## src/sv/lrd_pkg.sv

```systemverilog
// ----------------------------------------------------------------------------
// lrd_pkg
// Types, constants and helpers shared by the RLE pattern decoder modules.
// ----------------------------------------------------------------------------
`default_nettype none

package lrd_pkg;

    // Width of the repeat count, row and column registers.
    localparam int COORD_BITS = 16;
    localparam logic [COORD_BITS-1:0] COORD_MAX = {COORD_BITS{1'b1}};

    // Width of the result fields on the output stream.
    localparam int OUT_BITS = 16;

    // Token queue between the front and back parts.
    localparam int QUEUE_DEPTH = 4;
    localparam int QPTR_BITS   = $clog2(QUEUE_DEPTH);
    localparam int QCNT_BITS   = $clog2(QUEUE_DEPTH + 1);

    // Characters of the RLE format.
    localparam logic [7:0] CH_HASH   = 8'h23;
    localparam logic [7:0] CH_X      = 8'h78;
    localparam logic [7:0] CH_B      = 8'h62;
    localparam logic [7:0] CH_O      = 8'h6F;
    localparam logic [7:0] CH_DOLLAR = 8'h24;
    localparam logic [7:0] CH_BANG   = 8'h21;
    localparam logic [7:0] CH_LF     = 8'h0A;
    localparam logic [7:0] CH_ZERO   = 8'h30;
    localparam logic [7:0] CH_NINE   = 8'h39;

    // Result kinds.
    localparam logic KIND_RUN = 1'b0;
    localparam logic KIND_END = 1'b1;

    typedef logic [COORD_BITS-1:0] t_coord;

    typedef enum logic [2:0] {
        PH_HDR,
        PH_COMMENT,
        PH_SIZE,
        PH_BODY,
        PH_DONE
    } t_phase;

    typedef enum logic [2:0] {
        OP_NOP,
        OP_DIGIT,
        OP_BLANK,
        OP_LIVE,
        OP_NEWROW,
        OP_END
    } t_op;

    // One classified body byte, as passed from front to back.
    typedef struct packed {
        logic       clr;    // start of a new pattern: clear counters first
        t_op        op;
        logic [3:0] digit;
    } t_token;

    // Saturating add of two coordinates.
    function automatic t_coord sat_add(input t_coord a, input t_coord b);
        logic [COORD_BITS:0] sum;
        sum = {1'b0, a} + {1'b0, b};
        return sum[COORD_BITS] ? COORD_MAX : sum[COORD_BITS-1:0];
    endfunction

endpackage

`default_nettype wire

```

## src/sv/life_rle_pattern_decoder.sv

```systemverilog
// ----------------------------------------------------------------------------
// life_rle_pattern_decoder
// Streaming decoder for run-length-encoded Life patterns, one byte per cycle while the token queue has room.
// ----------------------------------------------------------------------------
//
// Channel   Direction  Payload
// s_axis    in         tdata = char_in[7:0]; tuser = start_of_file
// m_axis    out        tdata = row, col_start, run_length; tuser = kind
//
// One text byte is taken per cycle while the token queue has room. A result
// passes through the queue and the output register: the front classifies
// the accepted byte and writes it into the queue, and the back executes it
// from the queue head into its output register once that register is free.
// The front and back parts are joined by a four-entry token queue; a stalled
// output holds the back part, and s_axis_tready drops only when the queue is
// full. The synchronous reset clears phase, counters, queue and output valid.
`default_nettype none

module life_rle_pattern_decoder (
    input  wire logic         i_clk,
    input  wire logic         i_rst_n,

    input  wire logic         s_axis_tvalid,
    output logic              s_axis_tready,
    input  wire logic [7:0]   s_axis_tdata,   // [7:0] char_in
    input  wire logic         s_axis_tuser,   // [0] start_of_file

    output logic              m_axis_tvalid,
    input  wire logic         m_axis_tready,
    output logic [47:0]       m_axis_tdata,   // [15:0] row, [31:16] col_start,
                                              // [47:32] run_length
    output logic              m_axis_tuser    // [0] kind (0 run, 1 end)
);

    // Tokens written by the front part and their view at the queue head.
    lrd_pkg::t_token w_push_token;
    lrd_pkg::t_token w_head_token;
    logic            w_push;
    logic            w_full;
    logic            w_head_valid;
    logic            w_pop;

    logic [lrd_pkg::OUT_BITS-1:0] w_row;
    logic [lrd_pkg::OUT_BITS-1:0] w_col;
    logic [lrd_pkg::OUT_BITS-1:0] w_len;

    // The front part tracks header, comment and size lines and the done phase,
    // so that only body tokens and start-of-file marks travel to the back.
    lrd_front u_front (
        .i_clk   (i_clk),
        .i_rst_n (i_rst_n),
        .i_valid (s_axis_tvalid),
        .i_char  (s_axis_tdata),
        .i_sof   (s_axis_tuser),
        .i_full  (w_full),
        .o_token (w_push_token),
        .o_push  (w_push),
        .o_ready (s_axis_tready)
    );

    lrd_queue u_queue (
        .i_clk   (i_clk),
        .i_rst_n (i_rst_n),
        .i_push  (w_push),
        .i_token (w_push_token),
        .o_full  (w_full),
        .i_pop   (w_pop),
        .o_valid (w_head_valid),
        .o_token (w_head_token)
    );

    // The back part applies the repeat count to the row and column and owns
    // the output register that holds a result until m_axis takes it.
    lrd_back u_back (
        .i_clk       (i_clk),
        .i_rst_n     (i_rst_n),
        .i_valid     (w_head_valid),
        .i_token     (w_head_token),
        .o_pop       (w_pop),
        .o_out_valid (m_axis_tvalid),
        .i_out_ready (m_axis_tready),
        .o_kind      (m_axis_tuser),
        .o_row       (w_row),
        .o_col       (w_col),
        .o_len       (w_len)
    );

    assign m_axis_tdata = {w_len, w_col, w_row};

endmodule

`default_nettype wire

```

## src/sv/lrd_front.sv

```systemverilog
// ----------------------------------------------------------------------------
// lrd_front
// Accepts text bytes, tracks the header/body phase and emits body tokens.
// ----------------------------------------------------------------------------
`default_nettype none

module lrd_front (
    input  wire logic            i_clk,
    input  wire logic            i_rst_n,
    input  wire logic            i_valid,
    input  wire logic [7:0]      i_char,
    input  wire logic            i_sof,
    input  wire logic            i_full,
    output lrd_pkg::t_token      o_token,
    output logic                 o_push,
    output logic                 o_ready
);

    lrd_pkg::t_phase r_phase;
    lrd_pkg::t_phase n_phase;
    lrd_pkg::t_phase w_cur;
    lrd_pkg::t_op    w_body_op;
    logic            w_accept;
    logic            w_use_body;

    assign o_ready  = !i_full;
    assign w_accept = i_valid && !i_full;

    always_ff @(posedge i_clk) begin
        if (!i_rst_n) begin
            r_phase <= lrd_pkg::PH_HDR;
        end else begin
            r_phase <= n_phase;
        end
    end

    // Decode of a byte as body text.
    always_comb begin
        if (i_char >= lrd_pkg::CH_ZERO && i_char <= lrd_pkg::CH_NINE) begin
            w_body_op = lrd_pkg::OP_DIGIT;
        end else if (i_char == lrd_pkg::CH_B) begin
            w_body_op = lrd_pkg::OP_BLANK;
        end else if (i_char == lrd_pkg::CH_O) begin
            w_body_op = lrd_pkg::OP_LIVE;
        end else if (i_char == lrd_pkg::CH_DOLLAR) begin
            w_body_op = lrd_pkg::OP_NEWROW;
        end else if (i_char == lrd_pkg::CH_BANG) begin
            w_body_op = lrd_pkg::OP_END;
        end else begin
            w_body_op = lrd_pkg::OP_NOP;
        end
    end

    always_comb begin
        w_cur      = i_sof ? lrd_pkg::PH_HDR : r_phase;
        n_phase    = r_phase;
        w_use_body = 1'b0;
        case (w_cur)
            lrd_pkg::PH_HDR: begin
                if (i_char == lrd_pkg::CH_HASH) begin
                    n_phase = lrd_pkg::PH_COMMENT;
                end else if (i_char == lrd_pkg::CH_X) begin
                    n_phase = lrd_pkg::PH_SIZE;
                end else begin
                    w_use_body = 1'b1;
                    n_phase    = lrd_pkg::PH_BODY;
                end
            end
            lrd_pkg::PH_COMMENT: begin
                n_phase = (i_char == lrd_pkg::CH_LF) ? lrd_pkg::PH_HDR : lrd_pkg::PH_COMMENT;
            end
            lrd_pkg::PH_SIZE: begin
                n_phase = (i_char == lrd_pkg::CH_LF) ? lrd_pkg::PH_BODY : lrd_pkg::PH_SIZE;
            end
            lrd_pkg::PH_BODY: begin
                w_use_body = 1'b1;
                n_phase    = lrd_pkg::PH_BODY;
            end
            default: begin
                n_phase = lrd_pkg::PH_DONE;
            end
        endcase
        if (w_use_body && w_body_op == lrd_pkg::OP_END) begin
            n_phase = lrd_pkg::PH_DONE;
        end
        if (!w_accept) begin
            n_phase = r_phase;
        end

        o_token.clr   = i_sof;
        o_token.op    = w_use_body ? w_body_op : lrd_pkg::OP_NOP;
        o_token.digit = 4'(i_char - lrd_pkg::CH_ZERO);
        // A start of file must reach the back even when the byte itself is skipped.
        o_push = w_accept && (i_sof || (o_token.op != lrd_pkg::OP_NOP));
    end

endmodule

`default_nettype wire

```

## src/sv/lrd_queue.sv

```systemverilog
// ----------------------------------------------------------------------------
// lrd_queue
// Small token FIFO that decouples the front and back parts.
// ----------------------------------------------------------------------------
`default_nettype none

module lrd_queue (
    input  wire logic            i_clk,
    input  wire logic            i_rst_n,
    input  wire logic            i_push,
    input  wire lrd_pkg::t_token i_token,
    output logic                 o_full,
    input  wire logic            i_pop,
    output logic                 o_valid,
    output lrd_pkg::t_token      o_token
);

    lrd_pkg::t_token                r_mem [lrd_pkg::QUEUE_DEPTH];
    logic [lrd_pkg::QPTR_BITS-1:0] r_wr_ptr;
    logic [lrd_pkg::QPTR_BITS-1:0] r_rd_ptr;
    logic [lrd_pkg::QCNT_BITS-1:0] r_count;

    assign o_full  = (r_count == lrd_pkg::QCNT_BITS'(lrd_pkg::QUEUE_DEPTH));
    assign o_valid = (r_count != '0);
    assign o_token = r_mem[r_rd_ptr];

    always_ff @(posedge i_clk) begin
        if (i_push) begin
            r_mem[r_wr_ptr] <= i_token;
        end
    end

    always_ff @(posedge i_clk) begin
        if (!i_rst_n) begin
            r_wr_ptr <= '0;
            r_rd_ptr <= '0;
            r_count  <= '0;
        end else begin
            if (i_push) begin
                r_wr_ptr <= r_wr_ptr + 1'b1;
            end
            if (i_pop) begin
                r_rd_ptr <= r_rd_ptr + 1'b1;
            end
            if (i_push && !i_pop) begin
                r_count <= r_count + 1'b1;
            end else if (i_pop && !i_push) begin
                r_count <= r_count - 1'b1;
            end
        end
    end

endmodule

`default_nettype wire

```

## src/sv/lrd_back.sv

```systemverilog
// ----------------------------------------------------------------------------
// lrd_back
// Executes body tokens: repeat count, row and column, and the result register.
// ----------------------------------------------------------------------------
`default_nettype none

module lrd_back (
    input  wire logic                        i_clk,
    input  wire logic                        i_rst_n,
    input  wire logic                        i_valid,
    input  wire lrd_pkg::t_token             i_token,
    output logic                             o_pop,
    output logic                             o_out_valid,
    input  wire logic                        i_out_ready,
    output logic                             o_kind,
    output logic [lrd_pkg::OUT_BITS-1:0]     o_row,
    output logic [lrd_pkg::OUT_BITS-1:0]     o_col,
    output logic [lrd_pkg::OUT_BITS-1:0]     o_len
);

    lrd_pkg::t_coord r_rc, n_rc;
    lrd_pkg::t_coord r_row, n_row;
    lrd_pkg::t_coord r_col, n_col;
    logic            r_out_valid, n_out_valid;
    logic            r_kind, n_kind;
    lrd_pkg::t_coord r_o_row, n_o_row;
    lrd_pkg::t_coord r_o_col, n_o_col;
    lrd_pkg::t_coord r_o_len, n_o_len;

    lrd_pkg::t_coord                 w_rc;
    lrd_pkg::t_coord                 w_row;
    lrd_pkg::t_coord                 w_col;
    lrd_pkg::t_coord                 w_cnt;
    logic [lrd_pkg::COORD_BITS+3:0]  w_prod;

    // A token is taken whenever the result slot is free or being emptied.
    assign o_pop = i_valid && (!r_out_valid || i_out_ready);

    always_comb begin
        w_rc   = i_token.clr ? '0 : r_rc;
        w_row  = i_token.clr ? '0 : r_row;
        w_col  = i_token.clr ? '0 : r_col;
        w_cnt  = (w_rc == '0) ? lrd_pkg::t_coord'(1) : w_rc;
        w_prod = ({4'b0, w_rc} << 3) + ({4'b0, w_rc} << 1)
               + {{lrd_pkg::COORD_BITS{1'b0}}, i_token.digit};

        n_rc        = r_rc;
        n_row       = r_row;
        n_col       = r_col;
        n_out_valid = r_out_valid && !i_out_ready;
        n_kind      = r_kind;
        n_o_row     = r_o_row;
        n_o_col     = r_o_col;
        n_o_len     = r_o_len;

        if (o_pop) begin
            n_rc  = w_rc;
            n_row = w_row;
            n_col = w_col;
            case (i_token.op)
                lrd_pkg::OP_DIGIT: begin
                    n_rc = (w_prod > {4'b0, lrd_pkg::COORD_MAX}) ? lrd_pkg::COORD_MAX
                                                                 : w_prod[lrd_pkg::COORD_BITS-1:0];
                end
                lrd_pkg::OP_BLANK: begin
                    n_rc  = '0;
                    n_col = lrd_pkg::sat_add(w_col, w_cnt);
                end
                lrd_pkg::OP_LIVE: begin
                    n_rc        = '0;
                    n_col       = lrd_pkg::sat_add(w_col, w_cnt);
                    n_out_valid = 1'b1;
                    n_kind      = lrd_pkg::KIND_RUN;
                    n_o_row     = w_row;
                    n_o_col     = w_col;
                    n_o_len     = w_cnt;
                end
                lrd_pkg::OP_NEWROW: begin
                    n_rc  = '0;
                    n_row = lrd_pkg::sat_add(w_row, w_cnt);
                    n_col = '0;
                end
                lrd_pkg::OP_END: begin
                    n_rc        = '0;
                    n_out_valid = 1'b1;
                    n_kind      = lrd_pkg::KIND_END;
                    n_o_row     = '0;
                    n_o_col     = '0;
                    n_o_len     = '0;
                end
                default: begin
                end
            endcase
        end
    end

    always_ff @(posedge i_clk) begin
        if (!i_rst_n) begin
            r_rc        <= '0;
            r_row       <= '0;
            r_col       <= '0;
            r_out_valid <= 1'b0;
        end else begin
            r_rc        <= n_rc;
            r_row       <= n_row;
            r_col       <= n_col;
            r_out_valid <= n_out_valid;
        end
    end

    always_ff @(posedge i_clk) begin
        r_kind  <= n_kind;
        r_o_row <= n_o_row;
        r_o_col <= n_o_col;
        r_o_len <= n_o_len;
    end

    assign o_out_valid = r_out_valid;
    assign o_kind      = r_kind;
    assign o_row       = lrd_pkg::OUT_BITS'(r_o_row);
    assign o_col       = lrd_pkg::OUT_BITS'(r_o_col);
    assign o_len       = lrd_pkg::OUT_BITS'(r_o_len);

endmodule

`default_nettype wire

```

## config.mk

```make
export PLATFORM = sky130hd
export DESIGN_NAME = life_rle_pattern_decoder
export DESIGN_NICKNAME = d
export VERILOG_FILES = /design/src/sv/lrd_pkg.sv /design/src/sv/life_rle_pattern_decoder.sv /design/src/sv/lrd_front.sv /design/src/sv/lrd_queue.sv /design/src/sv/lrd_back.sv
export SDC_FILE = /design/constraint.sdc
export NUM_CORES = 1
export LEC_CHECK = 0
export BUFFER_PORTS_ARGS = -buffer_cell sky130_fd_sc_hd__clkbuf_2
export CAP_MARGIN = 20
export CORE_ASPECT_RATIO = 1.25
export CORE_MARGIN = 4
export CORE_UTILIZATION = 55
export DETAILED_ROUTE_END_ITERATION = 10
export PLACE_DENSITY = 0.77
export SETUP_SLACK_MARGIN = 0.05
export SLEW_MARGIN = 20
export SYNTH_ARGS = -nofsm -noshare
export SYNTH_HDL_FRONTEND = slang
export SYNTH_SLANG_ARGS = --single-unit
export TNS_END_PERCENT = 30
```

## constraint.sdc

```tcl
create_clock -name i_clk -period 4.3 [get_ports i_clk]
set_input_delay 0.86 -clock i_clk [delete_from_list [all_inputs] [get_ports i_clk]]
set_output_delay 0.86 -clock i_clk [all_outputs]
set_load 0.02 [all_outputs]
```

==> key figures, run 1 <==
Timing
  • Worst slew margin: 41.0%
  • Slew @ Worst Pin: 0.878 ns
  • Max Slew Vio Count: 0
  • Clock skew: between 0.008 and 0.009 ns
  • Fin crit share: a little over nine tenths
  • Max Fclk: 245 MHz
  • Final Hold Vio Count: 0
  • Final min period: 4.08 ns
  • Setup violations, final: 0
  • Total negative slack: 0 ns
  • RSZ-0062 raised after global routing: no

Pwr
  • Part of the power in registers: 35.2%
  • Leak Pwr: ~0.0040 uW
  • Psw: just under 2000 uW
  • Pint: about 3300 uW
  • Max rail drop VDD: 0.477 mV
  • Combinational Power Share: 35.5%
  • Power Density: 526 mW/mm2
  • Power share of the clock group: between 20% and 30%
  • Sw Ratio: 36.8%

Clocking
  • CTS tree: done
  • CTS sink cnt: ~140
  • Root Buffer: clkbuf_16
  • H-tree Lvls: 4
  • Worst-skew pair later-pin latency: 0.43 ns
  • Clock-pin slew on the worst setup and hold paths: ~0.06 ns
  • Num CTS Buffers: 17
  • Clk buf depth: 2

Finish
  • # nets final: approximately 1,000
  • Most frequent cells in the layout: a21oi_1 (83), and2_1 (81), edfxtp_1 (81)
  • Most common cell after layout, fill and taps aside: a21oi_1
  • Register Area: 0.00366 mm2
  • Area Overhead vs Synth: 14.4%
  • # fillers: 1,232
  • Area of the multi-input gates: ~0.005 mm2
  • Post-route cell area: a little over 0.01 mm2
  • Antenna Cells: 0
  • Layout cells sized above 1: 16.7%

Logic synthesis
  • Syn nets: 977
  • Synth Area per Inst: 9.85 um2
  • Post-synth cell types: 76
  • Async SR Flop Fraction: 0%
  • Number of synthesized flops with an enable pin: 81
  • Synth Warn #: 0
  • Sequential fraction of the synthesis area: 41.6%
  • Main synth FF type: edfxtp_1
  • Syn Inst Count: 892
  • Post-Synthesis Cell Area: around 0.0088 mm2
  • #FFs+latches synth: 142

Floorplanning
  • Die area: between 0.015 and 0.02 mm2
  • IO Pins: 64
  • Rows: 51
  • Die W: approximately 120 um
  • Die H: 149 um
  • Initial Utilization: between 50% and 60%
  • Core ar.: about 0.016 mm2

Job
  • MaxCap Viol Count: 0

Setup path
  • Crit-path slowest cell: mux2_2
  • Worst setup path class: reg -> reg
  • Crit end category: flop
  • Critical path arrival: 4.34 ns
  • Crit path cell chain: mux2_2 -> o21ai_4 -> buf_4 -> and2_4 -> ha_1 -> ha_1 -> and3_4 -> and3_4 -> a211oi_4 -> a311oi_1 -> or3_1 -> a211oi_2 -> and3_1 -> buf_12 -> a221oi_1
  • Setup crit start kind: flop
  • Worst-path maximum fanout: 15
  • Critical Path RT: 4.57 ns
  • Worst path bufs/invs: 2
  • Slowest stage delay, CP: 0.39 ns
  • Delay-heaviest family, CP: simple AND/OR/NAND/NOR gates

Place
  • Dpl cell area: 0.00935 mm2
  • Dpl hpwl: ~15,000 um
  • Port Buf Inserts: 63
  • Placer congestion estimate: 0.937

Drt
  • DRT Wirelength: 20,700 um
  • Antenna Violating Nets Remaining: 0
  • DRC: 0
  • DR iter-0 viols: 638
  • Via/cell ratio: about 6.0
  • TritonRoute pass-1 iters: 5
  • Wire per inst: 17.6 um
  • Via count: 7,007

Global route
  • Number of global-route vias before repair: slightly below 7,000
  • Grt total ovfl: 0
  • Initial antenna violation count: 0
  • First-pass GRT wire length: 33,600 um
  • GRT Resource Usage Total: 23.6%
  • Pin count of the biggest net entering global routing: 45

Run status
  • Outcome: finished, final reports clean

Hold path
  • Worst min path class: reg -> reg
[through the flow]
step | utilization, % | power [uW] | std cells | hold slack, ns | setup slack [ns]
2_1_floorplan | - | 3190 | 892 | 0.435 | 0.0700
3_3_place_gp | 59.8 | 3670 | 1142 | 0.445 | 0.283
3_5_place_dp | 59.8 | 3700 | 1142 | 0.454 | 0.209
4_1_cts | 63.8 | 5260 | 1174 | 0.479 | 0.137
5_1_grt | 64.3 | 5580 | 1177 | 0.498 | 0.0508
6_report | 64.3 | 5290 | 1177 | 0.471 | 0.224
[cell type report]
type,instances,share of cell area [%]
Clock buffer,17,4.23
Clock inverter,15,1.94
Inverter,22,0.821
Multi-Input combinational cell,687,48.9
Sequential cell,142,36.4
Tap cell,212,2.64
Timing Repair Buffer,82,5.10
[logic make-up after synthesis]
| logic type | synth area share, % |
|---|---|
| AOI/OAI and AO/OA | 19.6 |
| DFF | 41.6 |
| buffers and inverters | 3.26 |
| adders and majority gates | 10.6 |
| muxes | 2.62 |
| xor gates and xnor gates | 3.49 |
| and+or+nand+nor | 18.8 |
[path summary, 6_finish.rpt]
check	startpoint	to	slack [ns]	cells past startpoint
max	flop	u_back.r_rc[1]$_SDFFE_PN0P_	0.22	15
min	u_back.r_row[6]$_SDFFE_PN0P_	u_back.r_row[6]$_SDFFE_PN0P_	0.47	2
max reg2reg	flop	u_back.r_rc[1]$_SDFFE_PN0P_	0.22	15
min reg2reg	u_back.r_row[6]$_SDFFE_PN0P_	u_back.r_row[6]$_SDFFE_PN0P_	0.47	2
[Yosys cell counts (4+ instances only)]
library cell  instances  area (um2)
o21ai_0              45         225
o21a_1               11        82.6
a221oi_2             11         165
buf_2                 5        25.0
nor3_1               12        60.1
a21o_1               14         105
nor2b_1              29         181
xnor2_1              13         114
and2_1               84         526
dfxtp_1              61        1220
inv_1                20        75.1
o21ai_1               4        20.0
a221oi_1              6        52.6
a21oi_1              85         425
o31a_1                4        35.0
mux4_2                7         158
nand3_1              13        65.1
o31ai_1               4        30.0
o21bai_1              4        30.0
a31oi_1               4        25.0
a311oi_1             14         123
edfxtp_1             81        2430
clkbuf_1             29         109
a31o_2                5        43.8
nor4_1                6        37.5
a211oi_1             10        75.1
ha_1                 68         851
nor2_1               53         199
nand2b_1              7        43.8
mux2i_1               5        50.1
nand2_1              78         293
xor2_1               22         193
fa_1                  4        80.1
or3_1                 8        50.1
[flip-flops by register name, indices dropped and copies added, names as in the netlist, named ones only]
register and flops:
u_queue.r_rd_ptr 2, u_back.r_rc 16, u_back.o_len 16, u_back.o_kind 1
u_back.r_col 16, u_back.o_row 16, u_queue.r_mem 32, u_back.o_col 16
u_back.o_out_valid 1, u_front.r_phase 3, u_queue.r_wr_ptr 2, u_queue.r_count 3
u_back.r_row 16
[layer usage]
metal  GRT usage, %  vias up  wire length, um
li1               -     3431                -
met1           28.9     3314             8500
met2           39.9      206            10300
met3           4.21       56             1030
met4           11.5        0              828
met5              0        -                0
[what timing repair did]
action                                  4_1_cts  5_1_grt
buffers inserted                              0        2
hold buffers                                  0        0
endpoints found under the setup margin        0       24
resized for setup                             0       13
[power groups by stage]
stage | Combinational [uW] | Sequential, uW | Clock [uW]
finish | 1880 | 1860 | 1550
global route | 2050 | 1890 | 1640
CTS | 1820 | 1860 | 1570
detailed placement | 1810 | 1890 | 0
global placement | 1790 | 1880 | 0
floorplan | 1160 | 2030 | 0
[tightest hold or removal path, delay by kind of cell, from the launching register on]
family | cells | cell delay (ns)
AO/OA/AOI/OAI | 1 | 0.05
flip-flops | 1 | 0.31
AND/OR/NAND/NOR | 1 | 0.06
Power figures use the tool's default switching activity.
==> inputs of run 2 (changes only) <==
CORE_MARGIN = 3   (was 4)
SYNTH_HIERARCHICAL = 1   (was not set)
==> key figures, run 2 <==
Logic synthesis
  • Synth Area per Inst: 9.99 um2 (was 9.85 um2)
  • Post-synth cell types: 81 (was 76)
  • Syn Inst Count: 889 (was 892)
  • Async SR Flop Fraction: 0% (unchanged)
  • Sequential fraction of the synthesis area: 41.1% (was 41.6%)
  • Post-Synthesis Cell Area: 0.00888 mm2 (was 0.00878 mm2)
  • Number of synthesized flops with an enable pin: 81 (unchanged)
  • Main synth FF type: edfxtp_1 (unchanged)
  • Count leader, synth: a21oi_1 (unchanged)
  • Synth Warn #: 6 (was 0)
  • Post-synth top area share: 27.4% (was 27.7%)
  • #FFs+latches synth: 142 (unchanged)
  • Synth cell count leaders: a21oi_1 (87), nor2b_1 (84), edfxtp_1 (81) (was a21oi_1 (85), and2_1 (84), edfxtp_1 (81))
  • Synth area leader: edfxtp_1 (unchanged)
  • Top cells by area, synth: edfxtp_1 (27%), dfxtp_1 (14%), ha_1 (9.7%), nor2b_1 (5.9%), a21oi_1 (4.9%) (was edfxtp_1 (28%), dfxtp_1 (14%), ha_1 (9.7%), and2_1 (6.0%), a21oi_1 (4.8%))
  • Syn nets: 975 (was 977)

Setup path
  • Delay-heaviest family, CP: simple AND/OR/NAND/NOR gates (unchanged)
  • Reg-to-Reg End: u_back/r_rc[0]$_SDFFE_PN0P_ (was u_back.r_rc[1]$_SDFFE_PN0P_)
  • Crit end category: flop (unchanged)
  • Crit path cell chain: mux4_2 -> buf_12 -> nor2b_1 -> buf_4 -> ha_1 -> ha_1 -> nand3_2 -> nor4_2 -> nor3_2 -> a21oi_1 -> o21a_1 -> nor3_4 -> buf_4 -> a311oi_1 (was mux2_2 -> o21ai_4 -> buf_4 -> and2_4 -> ha_1 -> ha_1 -> and3_4 -> and3_4 -> a211oi_4 -> a311oi_1 -> or3_1 -> a211oi_2 -> and3_1 -> buf_12 -> a221oi_1)
  • Critical path arrival: 4.43 ns (was 4.34 ns)
  • Crit-path slowest cell: mux4_2 (was mux2_2)
  • FF-to-FF setup slack: 0.19 ns (was 0.22 ns)
  • Reg2reg path depth: 14 (was 15)
  • Worst setup path class: reg -> reg (unchanged)
  • Slowest stage delay, CP: 0.57 ns (was 0.39 ns)
  • Worst-path maximum fanout: 39 (was 15)
  • Worst path bufs/invs: 3 (was 2)
  • Critical Path RT: 4.62 ns (was 4.57 ns)
  • Setup crit start kind: flop (unchanged)

Timing
  • Final Hold Vio Count: 0 (unchanged)
  • Slew @ Worst Pin: 1.00 ns (was 0.878 ns)
  • Worst slew margin: 32.9% (was 41.0%)
  • Total negative slack: 0 ns (unchanged)
  • Clock skew: 0.00965 ns (was 0.00868 ns)
  • Setup ws final: 0.190 ns (was 0.224 ns)
  • RSZ-0062 raised after global routing: yes (was no)
  • Setup violations, final: 0 (unchanged)
  • Max Fclk: 243 MHz (was 245 MHz)
  • Final min period: 4.11 ns (was 4.08 ns)
  • Max Slew Vio Count: 0 (unchanged)
  • Fin crit share: 95.6% (was 94.8%)

Drt
  • TritonRoute pass-1 iters: 5 (unchanged)
  • Via/cell ratio: 5.93 (was 5.95)
  • DRT Wirelength: 21,800 um (was 20,700 um)
  • DRC: 0 (unchanged)
  • DR iter-0 viols: 633 (was 638)
  • Wire per inst: 18.3 um (was 17.6 um)
  • Antenna Violating Nets Remaining: 0 (unchanged)
  • Via count: 7,044 (was 7,007)

Pwr
  • Tot Pwr: 5570 uW (was 5290 uW)
  • Power Density: 546 mW/mm2 (was 526 mW/mm2)
  • Leak Pwr: 0.00422 uW (was 0.00404 uW)
  • Max rail drop VDD: 0.281 mV (was 0.477 mV)

Finish
  • Most frequent cells in the layout: a21oi_1 (86), nor2b_1 (83), edfxtp_1 (81) (was a21oi_1 (83), and2_1 (81), edfxtp_1 (81))
  • # fillers: 1,258 (was 1,232)
  • Post-route cell area: 0.0102 mm2 (was 0.0101 mm2)
  • Antenna Cells: 0 (unchanged)
  • Max reg flops: 32 (unchanged)
  • Most common cell after layout, fill and taps aside: a21oi_1 (unchanged)
  • Layout cells sized above 1: 18.5% (was 16.7%)
  • Area Overhead vs Synth: 14.8% (was 14.4%)
  • # nets final: 1,048 (was 1,037)
  • Top reg by flops: u_queue/r_mem (was u_queue.r_mem)

Run status
  • Outcome: finished, final reports clean (unchanged)

Global route
  • Number of global-route vias before repair: 6,840 (was 6,835)
  • GRT Resource Usage Total: 24.7% (was 23.6%)
  • Grt total ovfl: 0 (unchanged)
  • First-pass GRT wire length: 34,400 um (was 33,600 um)
  • Pin count of the biggest net entering global routing: 50 (was 45)
  • Initial antenna violation count: 0 (unchanged)

Clocking
  • H-tree Lvls: 4 (unchanged)
  • CTS tree: done (unchanged)
  • Hold_buf cts: 0 (unchanged)
  • Clock-pin slew on the worst setup and hold paths: 0.06 ns (about the same)
  • Root Buffer: clkbuf_16 (unchanged)
  • CTS sink cnt: 142 (unchanged)
  • Num CTS Buffers: 17 (unchanged)
  • Worst-skew pair later-pin latency: 0.43 ns (about the same)
  • Clk buf depth: 2 (unchanged)

Place
  • Port Buf Inserts: 63 (unchanged)
  • Post-place setup slack: 0.138 ns (was 0.209 ns)
  • Dpl hpwl: 15,600 um (was 14,700 um)
  • Placer congestion estimate: 0.959 (was 0.937)
  • Dpl cell area: 0.00948 mm2 (was 0.00935 mm2)

Job
  • MaxCap Viol Count: 0 (unchanged)

Floorplanning
  • Initial Utilization: 56.6% (was 56.2%)
  • IO Pins: 64 (unchanged)
  • Die W: 120 um (was 121 um)
  • Die area: 0.0177 mm2 (was 0.0181 mm2)
  • Core ar.: 0.0157 mm2 (was 0.0156 mm2)
  • Rows: 51 (unchanged)
  • Die H: 148 um (was 149 um)

Hold path
  • Hold Crit Endpoint: u_back/r_row[3]$_SDFFE_PN0P_ (was u_back.r_row[6]$_SDFFE_PN0P_)
  • Worst min path class: reg -> reg (unchanged)
  • Min-Delay Path Depth: 2 (unchanged)
  • Hold Path Origin: u_back/r_row[3]$_SDFFE_PN0P_ (was u_back.r_row[6]$_SDFFE_PN0P_)
==> run 2: cell types whose count changed in the layout (fill, tap and decap cells not counted), moves of 4 or more <==
cell / previous run / this run
inv_1: 20 / 34
and2_1: 81 / 25
nand2_1: 78 / 62
xnor2_1: 13 / 23
o21ai_0: 44 / 28
nor2b_1: 29 / 83
buf_4: 15 / 30
a221oi_2: 11 / 2
a41o_1: 0 / 4
nand3_1: 13 / 20
a21o_1: 14 / 8
==> run 2: report_power, final <==
| group | total (uW) | switching, uW | leakage [uW] | internal [uW] |
|---|---|---|---|---|
| Sequential | 1920 | 131 | 0.00126 | 1790 |
| Clock | 1470 | 612 | 0.000278 | 860 |
| Combinational | 2180 | 1440 | 0.00268 | 741 |
==> run 2: kinds of logic after synthesis <==
family / synth area share [%]
DFF: 41.1
muxes: 2.49
xor gates and xnor gates: 4.24
and+or+nand+nor: 18.6
adders and majority gates: 10.6
buffers and inverters: 3.86
AOI/OAI and AO/OA: 19.0
==> run 2: final cells by class <==
cell class / count / area [um2] / share of cell area (%)
clock inverter: 15 / 161 / 1.58
timing repair buffer: 94 / 561 / 5.50
inverter: 38 / 144 / 1.41
tap: 212 / 265 / 2.60
multi-input combinational: 669 / 4990 / 48.9
sequential: 142 / 3650 / 35.8
clock buffer: 17 / 425 / 4.17
==> run 2: layer usage <==
metal  global-route usage, %  share of wire [%]
met3                    4.45                4.4
met2                    43.5                 51
met4                    13.6                4.8
met1                    28.3                 40
met5                       0                  0
==> run 2: timing repair <==
item,in CTS,in global routing
setup buffers,0,5
endpoints found under the hold margin,0,0
setup endpoints to repair,0,41
gates resized for setup,0,17
==> run 2: worst max-delay path by stage <==
stage,cells after the start,startpoint,end,slack (ns)
floorplan,16,flop,u_back/r_rc[13]$_SDFFE_PN0P_,0.18
global placement,13,flop,u_back/r_rc[10]$_SDFFE_PN0P_,0.25
detailed placement,14,flop,u_back/r_rc[10]$_SDFFE_PN0P_,0.14
CTS,14,flop,u_back/r_rc[11]$_SDFFE_PN0P_,0.06
global route,13,flop,u_back/r_rc[0]$_SDFFE_PN0P_,0.02
finish,14,flop,u_back/r_rc[0]$_SDFFE_PN0P_,0.19
==> run 2: metrics by stage <==
stage	util, %	cells	hold slack, ns
3_3_place_gp	60.4	1150	0.433
4_1_cts	64.1	1182	0.451
3_5_place_dp	60.4	1150	0.442
6_report	65.0	1187	0.455
2_1_floorplan	-	889	0.427
5_1_grt	65.0	1187	0.466
==> run 2: worst min-delay path, cell delays in order (launching register included) <==
cell,delay (ns)
dfxtp_1,0.31
nand2_1,0.05
a21oi_1,0.05
